`config.mk`:
```
export PLATFORM = sky130hd
export DESIGN_NAME = modular_inverse_flat
export DESIGN_NICKNAME = d
export VERILOG_FILES = /design/src/sv/mi_pkg.sv /design/src/sv/mi_if.sv /design/src/sv/mi_divmac.sv /design/src/sv/modular_inverse.sv /design/src/flat_wrapper.sv
export SDC_FILE = /design/constraint.sdc
export NUM_CORES = 2
export LEC_CHECK = 0
export ABC_CLOCK_PERIOD_IN_PS = 18630
export BUFFER_PORTS_ARGS = -buffer_cell sky130_fd_sc_hd__buf_2
export CAP_MARGIN = 20
export CORE_MARGIN = 2
export CORE_UTILIZATION = 27
export DETAILED_ROUTE_END_ITERATION = 7
export SYNTH_ARGS = -nofsm -noshare
export SYNTH_HDL_FRONTEND = slang
export SYNTH_SLANG_ARGS = --single-unit
```
`constraint.sdc`:
```
create_clock -name i_clk -period 18.63 [get_ports i_clk]
set_input_delay 2.7945 -clock i_clk [delete_from_list [all_inputs] [get_ports i_clk]]
set_output_delay 2.7945 -clock i_clk [all_outputs]
set_load 0.005 [all_outputs]
```
`src/sv/mi_pkg.sv`:
```
// Shared constants and types for the modular inverse block.
package mi_pkg;

    // Default operand width: value width; the modulus is one bit narrower.
    localparam int DATA_WIDTH_DEF = 64;

    // Sequencer states of the inverse engine.
    typedef enum logic [2:0] {
        S_IDLE,
        S_RED,
        S_CHECK,
        S_DIV,
        S_DONE
    } t_state;

endpackage

```
`src/sv/mi_if.sv`:
```
// Valid/ready channel interfaces for the modular inverse request and result.
interface mi_in_if #(
    parameter int DATA_WIDTH = mi_pkg::DATA_WIDTH_DEF
);
    logic                    valid;
    logic                    ready;
    logic [DATA_WIDTH-1:0]   value_a;
    logic [DATA_WIDTH-2:0]   modulus;

    modport source (output valid, output value_a, output modulus, input ready);
    modport sink   (input valid, input value_a, input modulus, output ready);
endinterface

interface mi_out_if #(
    parameter int DATA_WIDTH = mi_pkg::DATA_WIDTH_DEF
);
    logic                    valid;
    logic                    ready;
    logic [DATA_WIDTH-2:0]   inverse;
    logic                    exists;

    modport source (output valid, output inverse, output exists, input ready);
    modport sink   (input valid, input inverse, input exists, output ready);
endinterface

```
`src/sv/mi_divmac.sv`:
```
// Shared bit-serial restoring divider that also accumulates quotient times a multiplicand.
module mi_divmac #(
    parameter int DATA_WIDTH = mi_pkg::DATA_WIDTH_DEF
) (
    input  logic                  i_clk,
    input  logic                  i_rst_n,
    input  logic                  i_start,
    input  logic [DATA_WIDTH-1:0] i_dividend,
    input  logic [DATA_WIDTH-2:0] i_divisor,
    input  logic [DATA_WIDTH-1:0] i_mult,
    output logic                  o_done,
    output logic [DATA_WIDTH-2:0] o_rem,
    output logic [DATA_WIDTH-1:0] o_prod
);

    localparam int W     = DATA_WIDTH;
    localparam int M     = DATA_WIDTH - 1;
    localparam int CNT_W = $clog2(DATA_WIDTH);

    logic             r_busy;
    logic             r_done;
    logic [CNT_W-1:0] r_cnt;
    logic [W-1:0]     r_dvd;
    logic [M-1:0]     r_rem;
    logic [M-1:0]     r_dvs;
    logic [W-1:0]     r_mult;
    logic [W-1:0]     r_prod;

    logic [W-1:0]     shifted;
    logic [W-1:0]     diff;
    logic             ge;

    // One restoring step: bring down the next dividend bit and try a subtract
    always_comb begin
        shifted = {r_rem, r_dvd[W-1]};
        diff    = shifted - {1'b0, r_dvs};
        ge      = (shifted >= {1'b0, r_dvs});
    end

    // Control: run for one step per dividend bit, then pulse done
    always_ff @(posedge i_clk) begin
        if (!i_rst_n) begin
            r_busy <= 1'b0;
            r_done <= 1'b0;
            r_cnt  <= '0;
        end else begin
            r_done <= 1'b0;
            if (i_start) begin
                r_busy <= 1'b1;
                r_cnt  <= '0;
            end else if (r_busy) begin
                r_cnt <= r_cnt + CNT_W'(1);
                if (r_cnt == CNT_W'(W - 1)) begin
                    r_busy <= 1'b0;
                    r_done <= 1'b1;
                end
            end
        end
    end

    // Datapath: load operands, then advance remainder and product each step
    always_ff @(posedge i_clk) begin
        if (i_start) begin
            r_dvd  <= i_dividend;
            r_dvs  <= i_divisor;
            r_mult <= i_mult;
            r_rem  <= '0;
            r_prod <= '0;
        end else if (r_busy) begin
            r_dvd  <= {r_dvd[W-2:0], 1'b0};
            r_rem  <= ge ? diff[M-1:0] : shifted[M-1:0];
            r_prod <= {r_prod[W-2:0], 1'b0} + (ge ? r_mult : '0);
        end
    end

    assign o_done = r_done;
    assign o_rem  = r_rem;
    assign o_prod = r_prod;

endmodule

```
`src/sv/modular_inverse.sv`:
```
// Top level: modular inverse by the extended Euclidean algorithm on a shared serial divider.
//
//   channel | dir | payload                          | handshake
//   --------+-----+----------------------------------+------------
//   i_in    | in  | value_a (signed), modulus        | valid/ready
//   o_res   | out | inverse, exists                  | valid/ready
//
// One request runs a reduction divide, then one divide per Euclid step on the
// shared divider, and S_DONE then writes the result register. A zero modulus
// goes from S_IDLE straight to S_DONE with no divide. Ready returns in the same
// cycle that the result appears.
// Reset (synchronous, active low) returns the sequencer to idle and empties the
// result register. The result register lets a new request enter while the last
// result waits; the sequencer holds a finished result until that register frees.
module modular_inverse #(
    parameter int DATA_WIDTH = mi_pkg::DATA_WIDTH_DEF
) (
    input  logic  i_clk,
    input  logic  i_rst_n,
    mi_in_if.sink    i_in,
    mi_out_if.source o_res
);

    localparam int W = DATA_WIDTH;
    localparam int M = DATA_WIDTH - 1;

    mi_pkg::t_state r_state, n_state;
    logic [M-1:0]   r_m, n_m;
    logic [M-1:0]   r_r, n_r;
    logic [M-1:0]   r_nr, n_nr;
    logic [W-1:0]   r_t, n_t;
    logic [W-1:0]   r_nt, n_nt;
    logic           r_neg, n_neg;
    logic           r_zmod, n_zmod;

    logic           r_out_valid, n_out_valid;
    logic [M-1:0]   r_inv, n_inv;
    logic           r_exists, n_exists;

    logic           div_start;
    logic [W-1:0]   div_dividend;
    logic [M-1:0]   div_divisor;
    logic [W-1:0]   div_mult;
    logic           div_done;
    logic [M-1:0]   div_rem;
    logic [W-1:0]   div_prod;

    logic           in_fire;
    logic           out_free;
    logic [W-1:0]   t_adj;

    mi_divmac #(
        .DATA_WIDTH (DATA_WIDTH)
    ) u_divmac (
        .i_clk      (i_clk),
        .i_rst_n    (i_rst_n),
        .i_start    (div_start),
        .i_dividend (div_dividend),
        .i_divisor  (div_divisor),
        .i_mult     (div_mult),
        .o_done     (div_done),
        .o_rem      (div_rem),
        .o_prod     (div_prod)
    );

    assign i_in.ready = (r_state == mi_pkg::S_IDLE);
    assign in_fire    = i_in.valid && i_in.ready;
    assign out_free   = !r_out_valid || o_res.ready;
    assign t_adj      = r_t[W-1] ? (r_t + {1'b0, r_m}) : r_t;

    // Sequence reduction, Euclid steps and result write
    always_comb begin
        n_state      = r_state;
        n_m          = r_m;
        n_r          = r_r;
        n_nr         = r_nr;
        n_t          = r_t;
        n_nt         = r_nt;
        n_neg        = r_neg;
        n_zmod       = r_zmod;
        n_out_valid  = r_out_valid;
        n_inv        = r_inv;
        n_exists     = r_exists;
        div_start    = 1'b0;
        div_dividend = {1'b0, r_r};
        div_divisor  = r_nr;
        div_mult     = r_nt;

        // drop the held result once taken
        if (r_out_valid && o_res.ready) begin
            n_out_valid = 1'b0;
        end

        case (r_state)
            mi_pkg::S_IDLE: begin
                if (in_fire) begin
                    n_m    = i_in.modulus;
                    n_neg  = i_in.value_a[W-1];
                    n_zmod = (i_in.modulus == '0);
                    if (i_in.modulus == '0) begin
                        n_state = mi_pkg::S_DONE;
                    end else begin
                        // reduce the magnitude of the value modulo m
                        div_start    = 1'b1;
                        div_dividend = i_in.value_a[W-1] ? (~i_in.value_a + W'(1))
                                                         : i_in.value_a;
                        div_divisor  = i_in.modulus;
                        div_mult     = '0;
                        n_state      = mi_pkg::S_RED;
                    end
                end
            end
            mi_pkg::S_RED: begin
                if (div_done) begin
                    n_nr    = (r_neg && (div_rem != '0)) ? (r_m - div_rem) : div_rem;
                    n_r     = r_m;
                    n_t     = '0;
                    n_nt    = W'(1);
                    n_state = mi_pkg::S_CHECK;
                end
            end
            mi_pkg::S_CHECK: begin
                if (r_nr == '0) begin
                    n_state = mi_pkg::S_DONE;
                end else begin
                    div_start = 1'b1;
                    n_state   = mi_pkg::S_DIV;
                end
            end
            mi_pkg::S_DIV: begin
                if (div_done) begin
                    // advance the remainder and coefficient pairs
                    n_t     = r_nt;
                    n_nt    = r_t - div_prod;
                    n_r     = r_nr;
                    n_nr    = div_rem;
                    n_state = mi_pkg::S_CHECK;
                end
            end
            mi_pkg::S_DONE: begin
                if (out_free) begin
                    n_out_valid = 1'b1;
                    if (!r_zmod && (r_r == M'(1))) begin
                        n_inv    = t_adj[M-1:0];
                        n_exists = 1'b1;
                    end else begin
                        n_inv    = '0;
                        n_exists = 1'b0;
                    end
                    n_state = mi_pkg::S_IDLE;
                end
            end
            default: begin
                n_state = mi_pkg::S_IDLE;
            end
        endcase
    end

    // Control registers
    always_ff @(posedge i_clk) begin
        if (!i_rst_n) begin
            r_state     <= mi_pkg::S_IDLE;
            r_out_valid <= 1'b0;
        end else begin
            r_state     <= n_state;
            r_out_valid <= n_out_valid;
        end
    end

    // Working and result payload registers
    always_ff @(posedge i_clk) begin
        r_m      <= n_m;
        r_r      <= n_r;
        r_nr     <= n_nr;
        r_t      <= n_t;
        r_nt     <= n_nt;
        r_neg    <= n_neg;
        r_zmod   <= n_zmod;
        r_inv    <= n_inv;
        r_exists <= n_exists;
    end

    assign o_res.valid   = r_out_valid;
    assign o_res.inverse = r_inv;
    assign o_res.exists  = r_exists;

endmodule
```
`src/flat_wrapper.sv`:
```
// flat-port wrapper written by rule: the top's interface ports become plain ports
module modular_inverse_flat 
#(
    parameter int DATA_WIDTH = mi_pkg::DATA_WIDTH_DEF
)
  (i_clk, i_rst_n, i_in_valid, i_in_value_a, i_in_modulus, i_in_ready, o_res_valid, o_res_inverse, o_res_exists, o_res_ready);
  mi_in_if #(.DATA_WIDTH(DATA_WIDTH)) i_in_i ();
  mi_out_if #(.DATA_WIDTH(DATA_WIDTH)) o_res_i ();
  input  logic i_clk;
  input  logic i_rst_n;
  input wire logic [$bits(i_in_i.valid)-1:0] i_in_valid;
  input wire logic [$bits(i_in_i.value_a)-1:0] i_in_value_a;
  input wire logic [$bits(i_in_i.modulus)-1:0] i_in_modulus;
  output wire logic [$bits(i_in_i.ready)-1:0] i_in_ready;
  output wire logic [$bits(o_res_i.valid)-1:0] o_res_valid;
  output wire logic [$bits(o_res_i.inverse)-1:0] o_res_inverse;
  output wire logic [$bits(o_res_i.exists)-1:0] o_res_exists;
  input wire logic [$bits(o_res_i.ready)-1:0] o_res_ready;
  assign i_in_i.valid = i_in_valid;
  assign i_in_i.value_a = i_in_value_a;
  assign i_in_i.modulus = i_in_modulus;
  assign i_in_ready = i_in_i.ready;
  assign o_res_valid = o_res_i.valid;
  assign o_res_inverse = o_res_i.inverse;
  assign o_res_exists = o_res_i.exists;
  assign o_res_i.ready = o_res_ready;
  modular_inverse #(.DATA_WIDTH(DATA_WIDTH)) u_core (.i_clk(i_clk), .i_rst_n(i_rst_n), .i_in(i_in_i), .o_res(o_res_i));
endmodule
```
==> flow_metrics.env <==
export IMPL_die_w_um=430.0
export IMPL_synthMuxAreaShare=0.04347
export IMPL_synthCells=5334
export IMPL_final_cell_mix="nand2_1 (607), edfxtp_1 (574), a21oi_1 (400), nor2_1 (363), ha_1 (314)"
export IMPL_r2r_worst_path_cells=24
export IMPL_yosysSeqAreaShare=0.4087
export IMPL_n_fill_cell=18810
export IMPL_p_int_mw=3.416
export IMPL_maxCapViolCount=0
export IMPL_slew_headroom=0.2325
export IMPL_antenna_found_initial=6
export IMPL_clkSinkCount=713
export IMPL_ff_latch_area_um2=20020
export IMPL_setup_tns_ns=0
export IMPL_period_share=0.4122
export IMPL_synth_cell_types=92
export IMPL_cts_buffer_depth=3
export IMPL_grt_overflow_total=0
export IMPL_hold_start="u_core.u_divmac.o_prod[45]$_SDFFE_PP0P_"
export IMPL_rsz0062_at_grt="no"
export IMPL_globalplace_congestion=0.9768
export IMPL_cts_setup_buffers=0
export IMPL_multiInputGateArea_um2=26980
export IMPL_holdBufCountCts=0
export IMPL_cellPowerDensity_nw_per_um2=95.03
export IMPL_viasPerCell=5.320
export IMPL_slowest_stage="or4b_2"
export IMPL_hold_violations=0
export IMPL_die_y_um=430.0
export IMPL_cp_depth=24
export IMPL_syn_avg_cell_area_um2=9.184
export IMPL_htree_levels=3
export IMPL_cts_resized=0
export IMPL_fin_crit_ns=7.679
export IMPL_status="finished clean"
export IMPL_grt_pass1_vias=39530
export IMPL_busiest_layer="met2"
export IMPL_drive_gt1_frac=0.09474
export IMPL_core_um2=180500
export IMPL_clockPowerShare=0.341
export IMPL_ys_flop_type="edfxtp_1"
export IMPL_hpwl_um=138700
export IMPL_synth_top_family_by_area="compound AO/OA/AOI/OAI gates"
export IMPL_initial_core_util=0.2713
export IMPL_holdWs_ns=0.5077
export IMPL_final_common_cell="nand2_1"
export IMPL_regToRegSetupSlack_ns=10.95
export IMPL_cp_endpoint="u_core.u_divmac.o_prod[62]$_SDFFE_PP0P_"
export IMPL_mappedNetlistArea_um2=48990
export IMPL_cts_tree="built"
export IMPL_cts_buffers=84
export IMPL_numPortBuffers=196
export IMPL_fin_util=0.3062
export IMPL_clkTransAtPathRegs_ns=0.06
export IMPL_power_frac_seq=0.370
export IMPL_power_frac_comb=0.289
export IMPL_cp_arrival_ns=8.33
export IMPL_synth_xor_area_share=0.05954
export IMPL_antenna_left=0
export IMPL_setup_viol=0
export IMPL_dp_cells=7671
export IMPL_wl_per_cell_um=23.16
export IMPL_yosys_warnings=0
export IMPL_grt_max_degree=169
export IMPL_endpoint_kind="flip-flop"
export IMPL_critPathLaunch="u_core.u_divmac.r_dvd[63]$_DFFE_PP_"
export IMPL_fin_cells=7827
export IMPL_swShare=0.3497
export IMPL_path_cells="inv_1, ha_1, fa_1, nor2b_1, o31a_1, o2111ai_1, a311oi_1, or2_1, a31oi_1, a21oi_1, or2_4, and2_1, ha_1, o21ai_0, o211ai_1, nand3_1, o31ai_1, a21oi_1, o211ai_1, a2111o_1, a31o_2, a41oi_1, or4b_2, nand3_1"
export IMPL_area_delta_synth_final_pct=12.85
export IMPL_use_met3=0.02251
export IMPL_met1_usage=0.2431
export IMPL_pin_count=197
export IMPL_switching_power_mw=1.837
export IMPL_num_rows=156
export IMPL_drcViolationCount=0
export IMPL_synth_edf_count=574
export IMPL_synthAdderAreaFrac=0.08224
export IMPL_synthesis_nets=5784
export IMPL_critical_path_buf_inv_count=1
export IMPL_p_leak_nw=21.50
export IMPL_pre_cts_ws_ns=11.08
export IMPL_dr_total_vias=41640
export IMPL_max_freq_mhz=130.2
export IMPL_critPathKind="flip-flop to flip-flop"
export IMPL_grt_pass1_wl_um=262600
export IMPL_async_flop_share=0
export IMPL_first_pass_iters=5
export IMPL_layout_setup_ws_ns=10.95
export IMPL_use_met2=0.3132
export IMPL_antenna_cells=0
export IMPL_synth_seq_cells=713
export IMPL_tightest_slew_ns=1.141
export IMPL_hold_path_class="flip-flop to flip-flop"
export IMPL_finalClockSkew_ns=0.04593
export IMPL_final_cell_area_um2=55280
export IMPL_maxSlewViolCount=0
export IMPL_rr_startpoint="u_core.u_divmac.r_dvd[63]$_DFFE_PP_"
export IMPL_routed_wl_um=181300
export IMPL_dieArea_um2=184900
export IMPL_worstPathMaxFanout=33
export IMPL_placed_area_um2=52340
export IMPL_slowest_delay_ns=0.69
export IMPL_cpLargestDelayFamily="compound AO/OA/AOI/OAI gates"
export IMPL_peakVddDrop_v=0.00007418
export IMPL_power_mw=5.254
export IMPL_drt_iter0_markers=3665
export IMPL_cp_required_ns=19.28
export IMPL_grt_total_usage=0.1881
export IMPL_r2r_end="u_core.u_divmac.o_prod[62]$_SDFFE_PP0P_"
export IMPL_synth_simple_area_share=0.1721
export IMPL_synth_compound_area_share=0.1917
export IMPL_fin_nets=5837
export IMPL_cts_root_buffer="clkbuf_16"
export IMPL_clkLatencyLatePin_ns=0.73
export IMPL_worstSetupStartpointType="flip-flop"
worst min-delay path by stage:
| stage | to | slack, ns | cells after the start |
|---|---|---|---|
| finish | u_core.u_divmac.o_prod[45]$_SDFFE_PP0P_ | 0.51 | 2 |
| global route | u_core.u_divmac.o_prod[63]$_SDFFE_PP0P_ | 0.54 | 2 |
| detailed placement | u_core.u_divmac.o_prod[45]$_SDFFE_PP0P_ | 0.50 | 2 |
| global placement | u_core.u_divmac.o_prod[45]$_SDFFE_PP0P_ | 0.49 | 2 |
| CTS | u_core.u_divmac.o_prod[45]$_SDFFE_PP0P_ | 0.51 | 2 |
| floorplan | u_core.u_divmac.o_done$_SDFF_PP0_ | 0.46 | 2 |
area by class of cell:
cell class,instances,share of cell area
Tap cell,2370,0.05364
Inverter,278,0.01903
Clock inverter,63,0.01358
Clock buffer,93,0.03956
Timing Repair Buffer,238,0.02386
Sequential cell,713,0.3622
Multi-Input combinational cell,4072,0.4881
cells by family after synthesis:
family	after synthesis
DFF	713
xor gates and xnor gates	333
AOI/OAI and AO/OA	1472
buffers and inverters	549
adders and majority gates	319
and+or+nand+nor	1744
muxes	204
registers in the layout, indices dropped and copies added, names as in the netlist, 3 cells and up:
signal	cells
u_core.r_r	63
u_core.r_nt	64
u_core.u_divmac.r_dvs	63
u_core.u_divmac.o_prod	64
u_core.u_divmac.o_rem	63
u_core.r_nr	63
u_core.u_divmac.r_mult	64
u_core.o_res.inverse	63
u_core.r_m	63
u_core.r_t	64
u_core.u_divmac.r_cnt	6
u_core.r_state	3
u_core.u_divmac.r_dvd	64
layer usage:
layer,routed length (um),share of wire
met4,8456,0.047
met5,64,0.00035
met2,85600,0.47
met1,76940,0.42
met3,10220,0.056
Yosys cell counts (all sizes together) (70+ instances only):
master	n	share of area
a21o	228	0.035
a21oi	400	0.041
and2	87	0.011
and3	112	0.014
clkbuf	226	0.017
dfxtp	139	0.057
edfxtp	574	0.35
ha	314	0.080
inv	278	0.021
mux2	70	0.016
mux2i	134	0.027
nand2	608	0.047
nand3	76	0.0080
nand4	83	0.011
nor2	368	0.028
nor2b	121	0.015
nor3	71	0.0073
nor4	71	0.0091
o21ai	359	0.037
xnor2	200	0.036
xor2	133	0.024
tightest hold or removal path, stage by stage (launching register included):
cell and delay [ns]:
dfxtp_1 0.32, inv_1 0.07, o31ai_1 0.07
power by group through the flow:
stage / sequential, mW / combinational (mW) / clock (mW)
final: 1.95 / 1.52 / 1.79
after detailed placement: 1.98 / 1.49 / 0
after global routing: 1.95 / 1.66 / 1.86
after CTS: 1.94 / 1.50 / 1.82
after global placement: 1.98 / 1.49 / 0
after floorplan: 1.92 / 1.08 / 0
Note: power is estimated with default switching activity, not from simulation.
